$ cat config.mk
export PLATFORM = sky130hd
export DESIGN_NAME = ctpg_div_cell
export DESIGN_NICKNAME = d
export VERILOG_FILES = /design/src/rtl/ctpg_pkg.sv /design/src/rtl/ctpg_div_cell.sv
export SDC_FILE = /design/constraint.sdc
export NUM_CORES = 1
export LEC_CHECK = 0
export ABC_AREA = 1
export BUFFER_PORTS_ARGS = -buffer_cell sky130_fd_sc_hd__buf_2
export CAP_MARGIN = 20
export CORE_MARGIN = 2
export CORE_UTILIZATION = 48
export DETAILED_ROUTE_END_ITERATION = 7
export GPL_TIMING_DRIVEN = 0
export PLACE_DENSITY = 0.88
export SKIP_CTS_REPAIR_TIMING = 1
export SYNTH_ARGS = -nofsm -noshare
export SYNTH_HDL_FRONTEND = slang
export SYNTH_SLANG_ARGS = --single-unit
export TNS_END_PERCENT = 20
$ cat constraint.sdc
create_clock -name clk -period 1.7 [get_ports clk]
set_input_delay 0 -clock clk [delete_from_list [all_inputs] [get_ports clk]]
set_output_delay 0 -clock clk [all_outputs]
set_load 0.02 [all_outputs]
$ cat src/rtl/ctpg_pkg.sv
package ctpg_pkg;

    // Coordinate and phase widths
    localparam int COORD_BITS = 16;
    localparam int ANGLE_BITS = 16;

    // Configuration and gain formats
    localparam int RADIUS_W = 15;
    localparam logic [RADIUS_W-1:0] RADIUS_RESET = 15'd56;
    localparam int GAIN_W = 16;
    localparam int GAIN_BITS = 15;
    localparam logic [GAIN_W-1:0] GAIN_FULL = 16'h8000;

    // CORDIC datapath
    localparam int CORDIC_W = 64;
    localparam int CORDIC_STEPS = 30;
    localparam int STEP_W = 5;
    localparam int CORDIC_SCALE = 60 - COORD_BITS;
    localparam logic [31:0] ANG_HALF = 32'h8000_0000;
    localparam logic [31:0] ANG_QUARTER = 32'h4000_0000;
    localparam logic [31:0] PHASE_ROUND =
        (ANGLE_BITS < 32) ? (32'd1 << (31 - ANGLE_BITS)) : 32'd0;

    // Magnitude: sum of squares, then root of (sum << 30)
    localparam int SQ_W = 2 * COORD_BITS;
    localparam int SQRT_STEPS = (SQ_W + 30) / 2;
    localparam int ROOT_W = SQRT_STEPS;
    localparam int REM_W = ROOT_W + 2;
    localparam int MSQ_W = 2 * RADIUS_W;
    localparam int CMP_W = (SQ_W > MSQ_W) ? SQ_W : MSQ_W;

    // Pipeline depth: front, sum, root cells, divide cells
    localparam int PIPE_DEPTH = 2 + SQRT_STEPS + GAIN_BITS;
    localparam int PHASE_DLY = PIPE_DEPTH - 1 - CORDIC_STEPS;

    typedef enum logic [1:0] {
        GS_CALC = 2'd0,
        GS_ZERO = 2'd1,
        GS_FULL = 2'd2
    } gain_sel_t;

    typedef struct packed {
        logic signed [COORD_BITS-1:0] offset_x;
        logic signed [COORD_BITS-1:0] offset_y;
    } coord_item_t;

    typedef struct packed {
        logic [ANGLE_BITS-1:0] phase_turns;
        logic [GAIN_W-1:0]     gain_q14;
    } result_item_t;

    typedef struct packed {
        logic signed [CORDIC_W-1:0] x;
        logic signed [CORDIC_W-1:0] y;
        logic [31:0]                ang;
        logic                       zero;
    } cordic_t;

    typedef struct packed {
        logic [SQ_W-1:0]   rad;
        logic [REM_W-1:0]  rem;
        logic [ROOT_W-1:0] root;
        gain_sel_t         sel;
    } sqrt_t;

    typedef struct packed {
        logic [RADIUS_W-1:0]  rem;
        logic [GAIN_BITS-1:0] bits;
        logic [GAIN_BITS-1:0] quo;
        gain_sel_t            sel;
    } gdiv_t;

    // atan(2^-i) in units of 2^-32 turn
    function automatic logic [31:0] atan_entry(input logic [STEP_W-1:0] idx);
        logic [31:0] val;
        case (idx)
            5'd0:    val = 32'h20000000;
            5'd1:    val = 32'h12E4051E;
            5'd2:    val = 32'h09FB385B;
            5'd3:    val = 32'h051111D4;
            5'd4:    val = 32'h028B0D43;
            5'd5:    val = 32'h0145D7E1;
            5'd6:    val = 32'h00A2F61E;
            5'd7:    val = 32'h00517C55;
            5'd8:    val = 32'h0028BE53;
            5'd9:    val = 32'h00145F2F;
            5'd10:   val = 32'h000A2F98;
            5'd11:   val = 32'h000517CC;
            5'd12:   val = 32'h00028BE6;
            5'd13:   val = 32'h000145F3;
            5'd14:   val = 32'h0000A2F9;
            5'd15:   val = 32'h0000517C;
            5'd16:   val = 32'h000028BE;
            5'd17:   val = 32'h0000145F;
            5'd18:   val = 32'h00000A2F;
            5'd19:   val = 32'h00000517;
            5'd20:   val = 32'h0000028B;
            5'd21:   val = 32'h00000145;
            5'd22:   val = 32'h000000A2;
            5'd23:   val = 32'h00000051;
            5'd24:   val = 32'h00000028;
            5'd25:   val = 32'h00000014;
            5'd26:   val = 32'h0000000A;
            5'd27:   val = 32'h00000005;
            5'd28:   val = 32'h00000002;
            5'd29:   val = 32'h00000001;
            default: val = 32'h00000000;
        endcase
        return val;
    endfunction

endpackage

$ cat src/rtl/ctpg_div_cell.sv
// One quotient bit of a restoring divide by the configured radius.
module ctpg_div_cell (
    input  logic                          clk,
    input  logic                          en,
    input  logic [ctpg_pkg::RADIUS_W-1:0] radius,
    input  ctpg_pkg::gdiv_t               din,
    output ctpg_pkg::gdiv_t               dout
);

    ctpg_pkg::gdiv_t data_reg;
    ctpg_pkg::gdiv_t data_next;
    logic [ctpg_pkg::RADIUS_W:0] rem_t;
    logic ge;

    always_comb
    begin
        rem_t = {din.rem, din.bits[ctpg_pkg::GAIN_BITS-1]};
        ge = rem_t >= {1'b0, radius};
        data_next = din;
        data_next.bits = {din.bits[ctpg_pkg::GAIN_BITS-2:0], 1'b0};
        data_next.quo  = {din.quo[ctpg_pkg::GAIN_BITS-2:0], ge};
        if (ge)
        begin
            data_next.rem = ctpg_pkg::RADIUS_W'(rem_t - {1'b0, radius});
        end
        else
        begin
            data_next.rem = ctpg_pkg::RADIUS_W'(rem_t);
        end
    end

    always_ff @(posedge clk)
    begin
        if (en)
        begin
            data_reg <= data_next;
        end
    end

    assign dout = data_reg;

endmodule
Word level (Yosys, flattened, before mapping)
Cells that the tools add are included.
{ "totals": {"reg_bits": 46, "input_bits": 64, "output_inout_bits": 47, "wordCells": 7} }
{ "op_classes": {"add_sub_neg": 1, "n_lt_le_gt_ge": 1, "mux": 1} }
{ "op_table": {"columns": ["operator", "n"], "rows": [
  ["$ge A16 B15 Y1", 1],
  ["$mux W15", 1],
  ["$sub A15 B15 Y15", 1]
]} }

Logic depth before layout (Yosys ltp)
{ "depth": {"ltp_word": 2, "mapped_depth": 13, "depth_no_buf": 13} }

Worst setup path before layout
OpenSTA, ideal clock, no wires.
{ "synth_timing": {"path_type": "input -> register", "startpoint": "in din[31] (netlist bit)", "endpoint": "reg data_reg, in the netlist dout[45], data pin", "setup_ns": 0.253, "t_arrival_ns": 1.321, "required_ns": 1.447, "path_slack_ns": 0.125, "stages": 12, "n_path_buf": 1, "cell_sequence": "inv_1 -> ha_1 -> fa_1 -> inv_1 -> nand2_1 -> nand2_1 -> nand3_2 -> nand3_2 -> nand2_4 -> buf_4 -> nand3_1 -> nand2_1"} }
{ "synth_rtl": {"columns": ["element", "line", "source"], "rows": [
  ["from (decl)", "ctpg_div_cell.sv:6", "input ctpg_pkg::gdiv_t din,"],
  ["to (signal assigned)", "ctpg_div_cell.sv:36", "data_reg <= data_next;"],
  ["to (decl)", "ctpg_div_cell.sv:10", "ctpg_pkg::gdiv_t data_reg;"]
]} }

==> impl_results.md <==
- Final Non-Filler Cells: 502
- Post-DP HPWL: 4800 um
- Final-report hold violation count: 0
- Die Ht: just under 80 um
- Clk root buf: clkbuf_8
- Global Route Usage Sum: roughly 19%
- Synth top area cells: edfxtp_1 (52%), nand2_1 (12%), ha_1 (7.0%), inv_1 (6.7%), nand3_1 (5.1%)
- DR WL/cell: ~15 um
- Final period util: 93.0%
- CP Data Required Time: around 1800 ps
- Die width: approximately 80 um
- Die ar.: slightly above 0.006 mm2
- Max Slew Vio Count: 0
- H-tree Lvls: 2
- Critical path class: in -> reg
- Vias in the first global route: 2122
- Layer carrying the most global-route usage: met2
- Routed vias: ~2400
- Post-route minimum period: roughly 1600 ps
- Number of flip-flops in the largest register: between 40 and 50
- Yosys cell types: 30
- Rel. slew slack: 32.4%
- Syn avg cell area: between 9 and 10 um2
- Cts bufs inserted: 5
- Most common cell after layout, fill and taps aside: buf_2
- RSZ-0062 raised after global routing: no
- Synth area leader: edfxtp_1
- Largest net degree at the start of global routing: 47
- Yosys warning count: 0
- Post-synth EDFFs: 46
- Worst path arrival time: around 1600 ps
- TritonCTS clock tree: built
- Port bufs: roughly 110
- Max_cap viols: 0
- DRT Pass-1 Iters: 4
- Layout Nets: roughly 510
- Post-Syn Area: between 0.002 and 0.003 mm2
- Global-route wire length before repair: 9400 um
- Power Density: 837 mW/mm2
- CTS max path bufs: 2
- Starting Density: around half
- Synthesized instance count: between 200 and 300
- Drt initial violations: roughly 200
- Hold crit path type: in -> reg
- Share of layout cells above drive strength 1: approximately a third
- Met3 GRT Util: approximately 3.6%
- Total chip power: between 3 and 4 mW
- VDD IR max: ~0.00053 V
- Static leakage: 1.92 nW
- Met1 usage: 21.9%
- Clk slew on worst S/H paths: about 80 ps
- Status: finished, final reports clean
- Initial antenna violation count: 0
- Ys async rst share: 0%
- Fmax: 633 MHz
- Final setup fails: 0
- Ant diodes: 0
- Core region area: about 0.0054 mm2
- Final WL: between 7000 and 8000 um
- Setup crit end kind: flip-flop
- #FFs+latches synth: 46
- Yosys top cell area share: roughly half
- Sequential share of the synthesized area: 51.6%
- GRT Residual Overflow: 0
- Worst setup SP type: input port
- Commonest cells after routing, fill and taps aside: buf_2 (108), nand2_1 (86), inv_1 (48)
- Top FF cell, synth: edfxtp_1
- Setup_tns: 0 ps
- Critical-path maximum fanout: 10
- IO Count: about 110
- Rows: 27
- Placed insts: roughly 460
- Via/cell ratio: 4.86
- Net Count, Synth: 364
- Post-route DRC: 0
- GP Congestion: 0.870
- GR Layer Usage met2: around 37%
- Number of routed nets with antenna violations: 0
- Clock Sink Count: between 40 and 50
- Worst slew pin tran: 1010 ps
- Area grow syn2layout: 38.9%
## through the flow
stage	setup WS (ps)	utilization (%)	hold WS, ps	instance area (um2)
after global placement	-106	60.8	177	3310
after global routing	31.6	68.3	44.8	3720
after floorplan	125	-	98.9	2680
after CTS	157	62.8	-129	3420
final	120	68.3	19.5	3720
after detailed placement	-168	60.8	179	3310
## per-layer routing
metal / up-vias / part of all wire (%) / routed length [um]
met4: 0 / 2.4 / 174
met2: 121 / 51 / 3780
li1: 1203 / - / -
met3: 18 / 8.0 / 591
met1: 1098 / 38 / 2830
met5: - / 0 / 0
## final cells by class
cell class / count / area (um2)
Buffer: 4 / 41.3
Clock buffer: 6 / 72.6
Clock inverter: 2 / 37.5
Fill cell: 367 / 1720
Inverter: 53 / 199
Multi-Input combinational cell: 181 / 1050
Sequential cell: 46 / 1380
Tap cell: 72 / 90.1
Timing Repair Buffer: 138 / 841
## cells by family after synthesis
logic type / share of synthesized area (%)
simple gates: 27.7
buf+inv: 8.98
flops: 51.6
fa+ha+maj: 7.76
compound gates: 2.10
xor+xnor: 1.64
other cells: 0.140
## path summary, 6_finish.rpt
path / startpoint / to / slack, ps / depth (start not counted)
max: din[31] / dout[38] / 120 / 13
min: din[45] / dout[46] / 20 / 3
## power breakdown
| group | switching [mW] | leakage [nW] | internal [mW] |
|---|---|---|---|
| combinational | 0.548 | 1.41 | 0.340 |
| sequential | 0.0311 | 0.450 | 1.39 |
| clock | 0.362 | 0.0514 | 0.439 |
| total | 0.941 | 1.92 | 2.17 |
## synthesized netlist by cell type (2+ instances only)
cell type  count
nand2_1       86
inv_1         48
edfxtp_1      46
nand3_1       27
ha_1          15
nor2_1        12
nand3_2        6
a21oi_1        5
inv_2          5
nand4_1        4
xor2_1         4
and2_1         2
buf_4          2
nand2_2        2
nand2_4        2
nand3b_1       2
nor2_4         2
o21ai_0        2
## critical path, stage by stage
cell and delay [ps]:
buf_2 80, inv_1 40, ha_1 200, fa_1 360
inv_1 80, nand2_1 70, nand2_1 150, nand3_2 100
nand3_2 110, nand2_4 80, buf_4 190, nand3_1 100
nand2_1 70
Note: power is estimated with default switching activity, not from simulation.
