<file path="src/rtl/ctpg_pkg.sv">
package ctpg_pkg;

    // Coordinate and phase widths
    localparam int COORD_BITS = 16;
    localparam int ANGLE_BITS = 16;

    // Configuration and gain formats
    localparam int RADIUS_W = 15;
    localparam logic [RADIUS_W-1:0] RADIUS_RESET = 15'd56;
    localparam int GAIN_W = 16;
    localparam int GAIN_BITS = 15;
    localparam logic [GAIN_W-1:0] GAIN_FULL = 16'h8000;

    // CORDIC datapath
    localparam int CORDIC_W = 64;
    localparam int CORDIC_STEPS = 30;
    localparam int STEP_W = 5;
    localparam int CORDIC_SCALE = 60 - COORD_BITS;
    localparam logic [31:0] ANG_HALF = 32'h8000_0000;
    localparam logic [31:0] ANG_QUARTER = 32'h4000_0000;
    localparam logic [31:0] PHASE_ROUND =
        (ANGLE_BITS < 32) ? (32'd1 << (31 - ANGLE_BITS)) : 32'd0;

    // Magnitude: sum of squares, then root of (sum << 30)
    localparam int SQ_W = 2 * COORD_BITS;
    localparam int SQRT_STEPS = (SQ_W + 30) / 2;
    localparam int ROOT_W = SQRT_STEPS;
    localparam int REM_W = ROOT_W + 2;
    localparam int MSQ_W = 2 * RADIUS_W;
    localparam int CMP_W = (SQ_W > MSQ_W) ? SQ_W : MSQ_W;

    // Pipeline depth: front, sum, root cells, divide cells
    localparam int PIPE_DEPTH = 2 + SQRT_STEPS + GAIN_BITS;
    localparam int PHASE_DLY = PIPE_DEPTH - 1 - CORDIC_STEPS;

    typedef enum logic [1:0] {
        GS_CALC = 2'd0,
        GS_ZERO = 2'd1,
        GS_FULL = 2'd2
    } gain_sel_t;

    typedef struct packed {
        logic signed [COORD_BITS-1:0] offset_x;
        logic signed [COORD_BITS-1:0] offset_y;
    } coord_item_t;

    typedef struct packed {
        logic [ANGLE_BITS-1:0] phase_turns;
        logic [GAIN_W-1:0]     gain_q14;
    } result_item_t;

    typedef struct packed {
        logic signed [CORDIC_W-1:0] x;
        logic signed [CORDIC_W-1:0] y;
        logic [31:0]                ang;
        logic                       zero;
    } cordic_t;

    typedef struct packed {
        logic [SQ_W-1:0]   rad;
        logic [REM_W-1:0]  rem;
        logic [ROOT_W-1:0] root;
        gain_sel_t         sel;
    } sqrt_t;

    typedef struct packed {
        logic [RADIUS_W-1:0]  rem;
        logic [GAIN_BITS-1:0] bits;
        logic [GAIN_BITS-1:0] quo;
        gain_sel_t            sel;
    } gdiv_t;

    // atan(2^-i) in units of 2^-32 turn
    function automatic logic [31:0] atan_entry(input logic [STEP_W-1:0] idx);
        logic [31:0] val;
        case (idx)
            5'd0:    val = 32'h20000000;
            5'd1:    val = 32'h12E4051E;
            5'd2:    val = 32'h09FB385B;
            5'd3:    val = 32'h051111D4;
            5'd4:    val = 32'h028B0D43;
            5'd5:    val = 32'h0145D7E1;
            5'd6:    val = 32'h00A2F61E;
            5'd7:    val = 32'h00517C55;
            5'd8:    val = 32'h0028BE53;
            5'd9:    val = 32'h00145F2F;
            5'd10:   val = 32'h000A2F98;
            5'd11:   val = 32'h000517CC;
            5'd12:   val = 32'h00028BE6;
            5'd13:   val = 32'h000145F3;
            5'd14:   val = 32'h0000A2F9;
            5'd15:   val = 32'h0000517C;
            5'd16:   val = 32'h000028BE;
            5'd17:   val = 32'h0000145F;
            5'd18:   val = 32'h00000A2F;
            5'd19:   val = 32'h00000517;
            5'd20:   val = 32'h0000028B;
            5'd21:   val = 32'h00000145;
            5'd22:   val = 32'h000000A2;
            5'd23:   val = 32'h00000051;
            5'd24:   val = 32'h00000028;
            5'd25:   val = 32'h00000014;
            5'd26:   val = 32'h0000000A;
            5'd27:   val = 32'h00000005;
            5'd28:   val = 32'h00000002;
            5'd29:   val = 32'h00000001;
            default: val = 32'h00000000;
        endcase
        return val;
    endfunction

endpackage

</file>
<file path="src/rtl/ctpg_sqrt_cell.sv">
// One digit of a restoring square root: two radicand bits in, one root bit out.
module ctpg_sqrt_cell (
    input  logic            clk,
    input  logic            en,
    input  ctpg_pkg::sqrt_t din,
    output ctpg_pkg::sqrt_t dout
);

    ctpg_pkg::sqrt_t data_reg;
    ctpg_pkg::sqrt_t data_next;
    logic [ctpg_pkg::REM_W+1:0]  rem_t;
    logic [ctpg_pkg::ROOT_W+1:0] trial;
    logic ge;

    always_comb
    begin
        rem_t = {din.rem, din.rad[ctpg_pkg::SQ_W-1 -: 2]};
        trial = {din.root, 2'b01};
        ge = rem_t >= (ctpg_pkg::REM_W+2)'(trial);
        data_next = din;
        data_next.rad = {din.rad[ctpg_pkg::SQ_W-3:0], 2'b00};
        if (ge)
        begin
            data_next.rem  = ctpg_pkg::REM_W'(rem_t - (ctpg_pkg::REM_W+2)'(trial));
            data_next.root = {din.root[ctpg_pkg::ROOT_W-2:0], 1'b1};
        end
        else
        begin
            data_next.rem  = ctpg_pkg::REM_W'(rem_t);
            data_next.root = {din.root[ctpg_pkg::ROOT_W-2:0], 1'b0};
        end
    end

    always_ff @(posedge clk)
    begin
        if (en)
        begin
            data_reg <= data_next;
        end
    end

    assign dout = data_reg;

endmodule

</file>
<file path="config.mk">
export PLATFORM = sky130hd
export DESIGN_NAME = ctpg_sqrt_cell
export DESIGN_NICKNAME = d
export VERILOG_FILES = /design/src/rtl/ctpg_pkg.sv /design/src/rtl/ctpg_sqrt_cell.sv
export SDC_FILE = /design/constraint.sdc
export NUM_CORES = 1
export LEC_CHECK = 0
export ABC_AREA = 1
export BUFFER_PORTS_ARGS = -buffer_cell sky130_fd_sc_hd__buf_2
export CELL_PAD_IN_SITES_DETAIL_PLACEMENT = 0
export CELL_PAD_IN_SITES_GLOBAL_PLACEMENT = 1
export CORE_ASPECT_RATIO = 0.8
export CORE_MARGIN = 5
export CORE_UTILIZATION = 25
export DETAILED_ROUTE_END_ITERATION = 16
export MAX_ROUTING_LAYER = met4
export PLACE_DENSITY = 0.63
export SLEW_MARGIN = 40
export SYNTH_ARGS = -nofsm -noshare
export SYNTH_HDL_FRONTEND = slang
export SYNTH_SLANG_ARGS = --single-unit
</file>
<file path="constraint.sdc">
create_clock -name clk -period 3.1 [get_ports clk]
set_input_delay 0.155 -clock clk [delete_from_list [all_inputs] [get_ports clk]]
set_output_delay 0.155 -clock clk [all_outputs]
set_load 0.05 [all_outputs]
</file>
======== Yosys cells after proc, flatten, opt, wreduce, memory -nomap -nowiden ========
Cells that the tools add are included.
storage, ports and cells
  register bits after elaboration ......... 96
  input port bits ......................... 100
  output and inout port bits .............. 98
  word-level logic and storage cells ...... 7
operators by class
  add/sub/neg operators ................... 1
  magnitude comparators ................... 1
  muxes and demuxes ....................... 1
operators by type and width
  kind                            number
  two-way mux 64 bit              1
  >= comparator 35 x 33 -> 1 bit  1
  subtractor 33 bit               1

======== Longest topological paths before layout ========
  depth in word-level cells ............... 2
  depth in mapped cells ................... 15

======== Worst setup path before layout ========
No wires, ideal clock.
  path kind ............................... input to register
  from .................................... input din[30] (netlist bit)
  to ...................................... register data_reg, in the netlist dout[58] (data pin)
  setup time .............................. 0.252 ns
  arrival ................................. 1.500 ns
  required time ........................... 2.848 ns
  path slack .............................. 1.347 ns
  stages on the path ...................... 12
  cell sequence ........................... inv_1 ha_1 nand2_1 inv_1 a21oi_1 nand2b_1 nand3_2 nor2_4 nand2_8 buf_12 nand3_2 nand2_1
RTL lines
  element               line                  RTL
  start, declared       ctpg_sqrt_cell.sv:5   input ctpg_pkg::sqrt_t din,
  end signal, assigned  ctpg_sqrt_cell.sv:38  data_reg <= data_next;
  end, declared         ctpg_sqrt_cell.sv:9   ctpg_pkg::sqrt_t data_reg;

==> flow_metrics.env <==
export IMPL_die_area_um2=28200
export IMPL_clkSinkCount=96
export IMPL_cts_root_buf="clkbuf_16"
export IMPL_nets=1180
export IMPL_cts_buffers=9
export IMPL_clock_path_buffers=2
export IMPL_ir_worst_vdd_mv=0.215
export IMPL_place_ws_ns=0.417
export IMPL_hold_path_class="in -> reg"
export IMPL_avgRoutedWirePerCell_um=14.5
export IMPL_status="completed"
export IMPL_ant_nets=0
export IMPL_dp_hpwl_um=15700
export IMPL_register_area_um2=2880
export IMPL_drt_iter0_drc=317
export IMPL_ys_seq_area_frac=0.463
export IMPL_start_util=0.254
export IMPL_worst_hold_path_endpoint="dout[44]$_DFFE_PP_"
export IMPL_hold_violations=0
export IMPL_crit_fanout=35
export IMPL_cp_cell_sequence="dlygate4sd3_1 -> buf_2 -> inv_1 -> ha_1 -> nand2_1 -> nor2_1 -> nand2_1 -> nor2_2 -> nand2_1 -> nand3_2 -> nor2_4 -> buf_16 -> nand2_8 -> nand3_1 -> nand2_1"
export IMPL_drv_slew=0
export IMPL_startpoint_type="input pin"
export IMPL_ys_ff_latch=96
export IMPL_slowest_stage="dlygate4sd3_1"
export IMPL_synthToLayoutAreaGrowth_pct=36.3
export IMPL_clk_pin_slew_ns=0.08
export IMPL_max_freq_mhz=360
export IMPL_drcViolationCount=0
export IMPL_layout_commonest_cell="nand2_1"
export IMPL_antenna_found_initial=0
export IMPL_ctsResizeCount=0
export IMPL_endpoint_kind="flop"
export IMPL_die_x_um=186
export IMPL_tightest_slew_ns=0.542
export IMPL_synth_area_top_cells="edfxtp_1 46%, nand2_1 18%, inv_1 9.4%"
export IMPL_path_common_cell="nand2_1"
export IMPL_layout_common_cells="291 x nand2_1, 194 x buf_2, 156 x inv_1"
export IMPL_crit_type="in -> reg"
export IMPL_path_buf_inv=4
export IMPL_cp_top_family="simple AND/OR/NAND/NOR gates"
export IMPL_grt_remaining_overflow=0
export IMPL_synth_top_area_share=0.463
export IMPL_rsz0062_at_grt="no"
export IMPL_yosys_warnings=0
export IMPL_netlist_area_um2=6220
export IMPL_n_antenna_cell=0
export IMPL_drive_above_1_share=0.241
export IMPL_ioPinCount=198
export IMPL_grt_pass1_wl_um=31600
export IMPL_multi_input_area_um2=2630
export IMPL_layout_min_cycle_time_ns=2.78
export IMPL_whs_path_depth=3
export IMPL_tns_ns=0
export IMPL_place_gp_congestion=0.903
export IMPL_die_h_um=151
export IMPL_synth_area_per_cell_um2=7.91
export IMPL_leakagePower_nw=4.42
export IMPL_io_buffers=195
export IMPL_final_period_utilization=0.897
export IMPL_powerDensity_nw_per_um2=494
export IMPL_drt_pass1_iter_count=5
export IMPL_slew_headroom=0.639
export IMPL_grt_usage=0.146
export IMPL_maxCapViolCount=0
export IMPL_worstPathArrival_ns=2.89
export IMPL_cts_setup_buffers=0
export IMPL_core_um2=24400
export IMPL_fin_cells=1370
export IMPL_place_inst=1292
export IMPL_ys_types=32
export IMPL_slowest_delay_ns=0.52
export IMPL_largest_reg_flops=96
export IMPL_grt_pass1_vias=5723
export IMPL_avgViaCountPerCell=4.13
export IMPL_fin_ws_ns=0.319
export IMPL_fillers=2672
export IMPL_grt_max_degree=61
export IMPL_cp_required_ns=3.21
export IMPL_yosysTopAreaCell="edfxtp_1"
export IMPL_synthCells=786
export IMPL_setup_viol=0
export IMPL_row_count=51
export IMPL_postLayoutCoreUtil=0.347
export IMPL_h_tree_depth=3
export IMPL_num_vias=5660
export IMPL_min_from="din[42]"
export IMPL_cts_tree="built"
export IMPL_drt_wl_total_um=19800
## stage by stage
| step | total power, mW | cell area, um^2 | hold WS, ns |
|---|---|---|---|
| after floorplan | 2.63 | 6220 | 0.254 |
| after global placement | 3.00 | 7540 | 0.331 |
| after detailed placement | 3.02 | 7560 | 0.333 |
| after CTS | 4.28 | 8480 | 0.0849 |
| after global routing | 4.46 | 8480 | 0.105 |
| final | 4.19 | 8480 | 0.106 |
## report_power, final
part,total (mW),leakage [nW],switching [mW],internal [mW]
combinational,1.41,3.34,1.01,0.396
sequential,1.62,0.940,0.0303,1.59
clock,1.16,0.140,0.585,0.572
total,4.19,4.42,1.63,2.56
## cells by family after synthesis
group                    after synthesis  synth area share
AND/OR/NAND/NOR                      443             0.316
buffers and inverters                176             0.114
flip-flops                            96             0.463
adder cells (fa/ha/maj)               33            0.0664
AO/OA/AOI/OAI                         23            0.0193
XOR/XNOR                              14            0.0197
other                                  1          0.000603
## repair_timing
action                     in CTS  in global routing
hold endpoints to repair       62                  0
setup endpoints to repair       0                  0
hold buffers                   62                  0
## metal layers
| metal | wire length, um | track usage | vias to the layer above | share of wire |
|---|---|---|---|---|
| li1 | - | - | 2981 | - |
| met1 | 10400 | 0.211 | 2512 | 0.52 |
| met2 | 7910 | 0.203 | 152 | 0.40 |
| met3 | 1330 | 0.0389 | 15 | 0.067 |
| met4 | 195 | 0.0308 | 0 | 0.0098 |
| met5 | 0 | - | - | 0 |
## layout make-up
type / instances / share of cell area
sequential: 96 / 0.340
clock buffer: 9 / 0.0266
inverter: 165 / 0.0731
timing repair buffer: 260 / 0.195
multi-input combinational: 515 / 0.310
tap: 318 / 0.0469
clock inverter: 7 / 0.00812
## Yosys cell counts
| cell type | n |
|---|---|
| inv_2 | 9 |
| nand2b_1 | 1 |
| nand2_2 | 4 |
| buf_6 | 1 |
| nand2_4 | 1 |
| o21bai_1 | 1 |
| xor2_1 | 13 |
| nand2_1 | 291 |
| nor2_2 | 7 |
| buf_8 | 1 |
| nor3_1 | 9 |
| nor2_4 | 1 |
| buf_2 | 6 |
| nor2_1 | 35 |
| nand3_2 | 16 |
| and3_1 | 1 |
| buf_4 | 2 |
| buf_12 | 1 |
| a21oi_1 | 20 |
| and2_1 | 3 |
| nand3b_1 | 9 |
| inv_1 | 156 |
| edfxtp_1 | 96 |
| a211oi_1 | 1 |
| nand3_1 | 58 |
| xnor2_1 | 1 |
| or2_2 | 1 |
| ha_1 | 33 |
| nand4_1 | 5 |
| nand2_8 | 1 |
| o21ai_0 | 1 |
| conb_1 | 1 |
## how the worst max path moves through the flow
stage,start,to,slack [ns],depth (start not counted)
finish,din[23],dout[50]$_DFFE_PP_,0.32,15
global route,din[23],dout[50]$_DFFE_PP_,0.07,15
CTS,din[23],dout[50]$_DFFE_PP_,0.27,15
detailed placement,din[23],dout[50]$_DFFE_PP_,0.42,14
global placement,din[23],dout[50]$_DFFE_PP_,0.18,13
floorplan,din[30],dout[58]$_DFFE_PP_,1.35,12
Power figures use the tool's default switching activity.
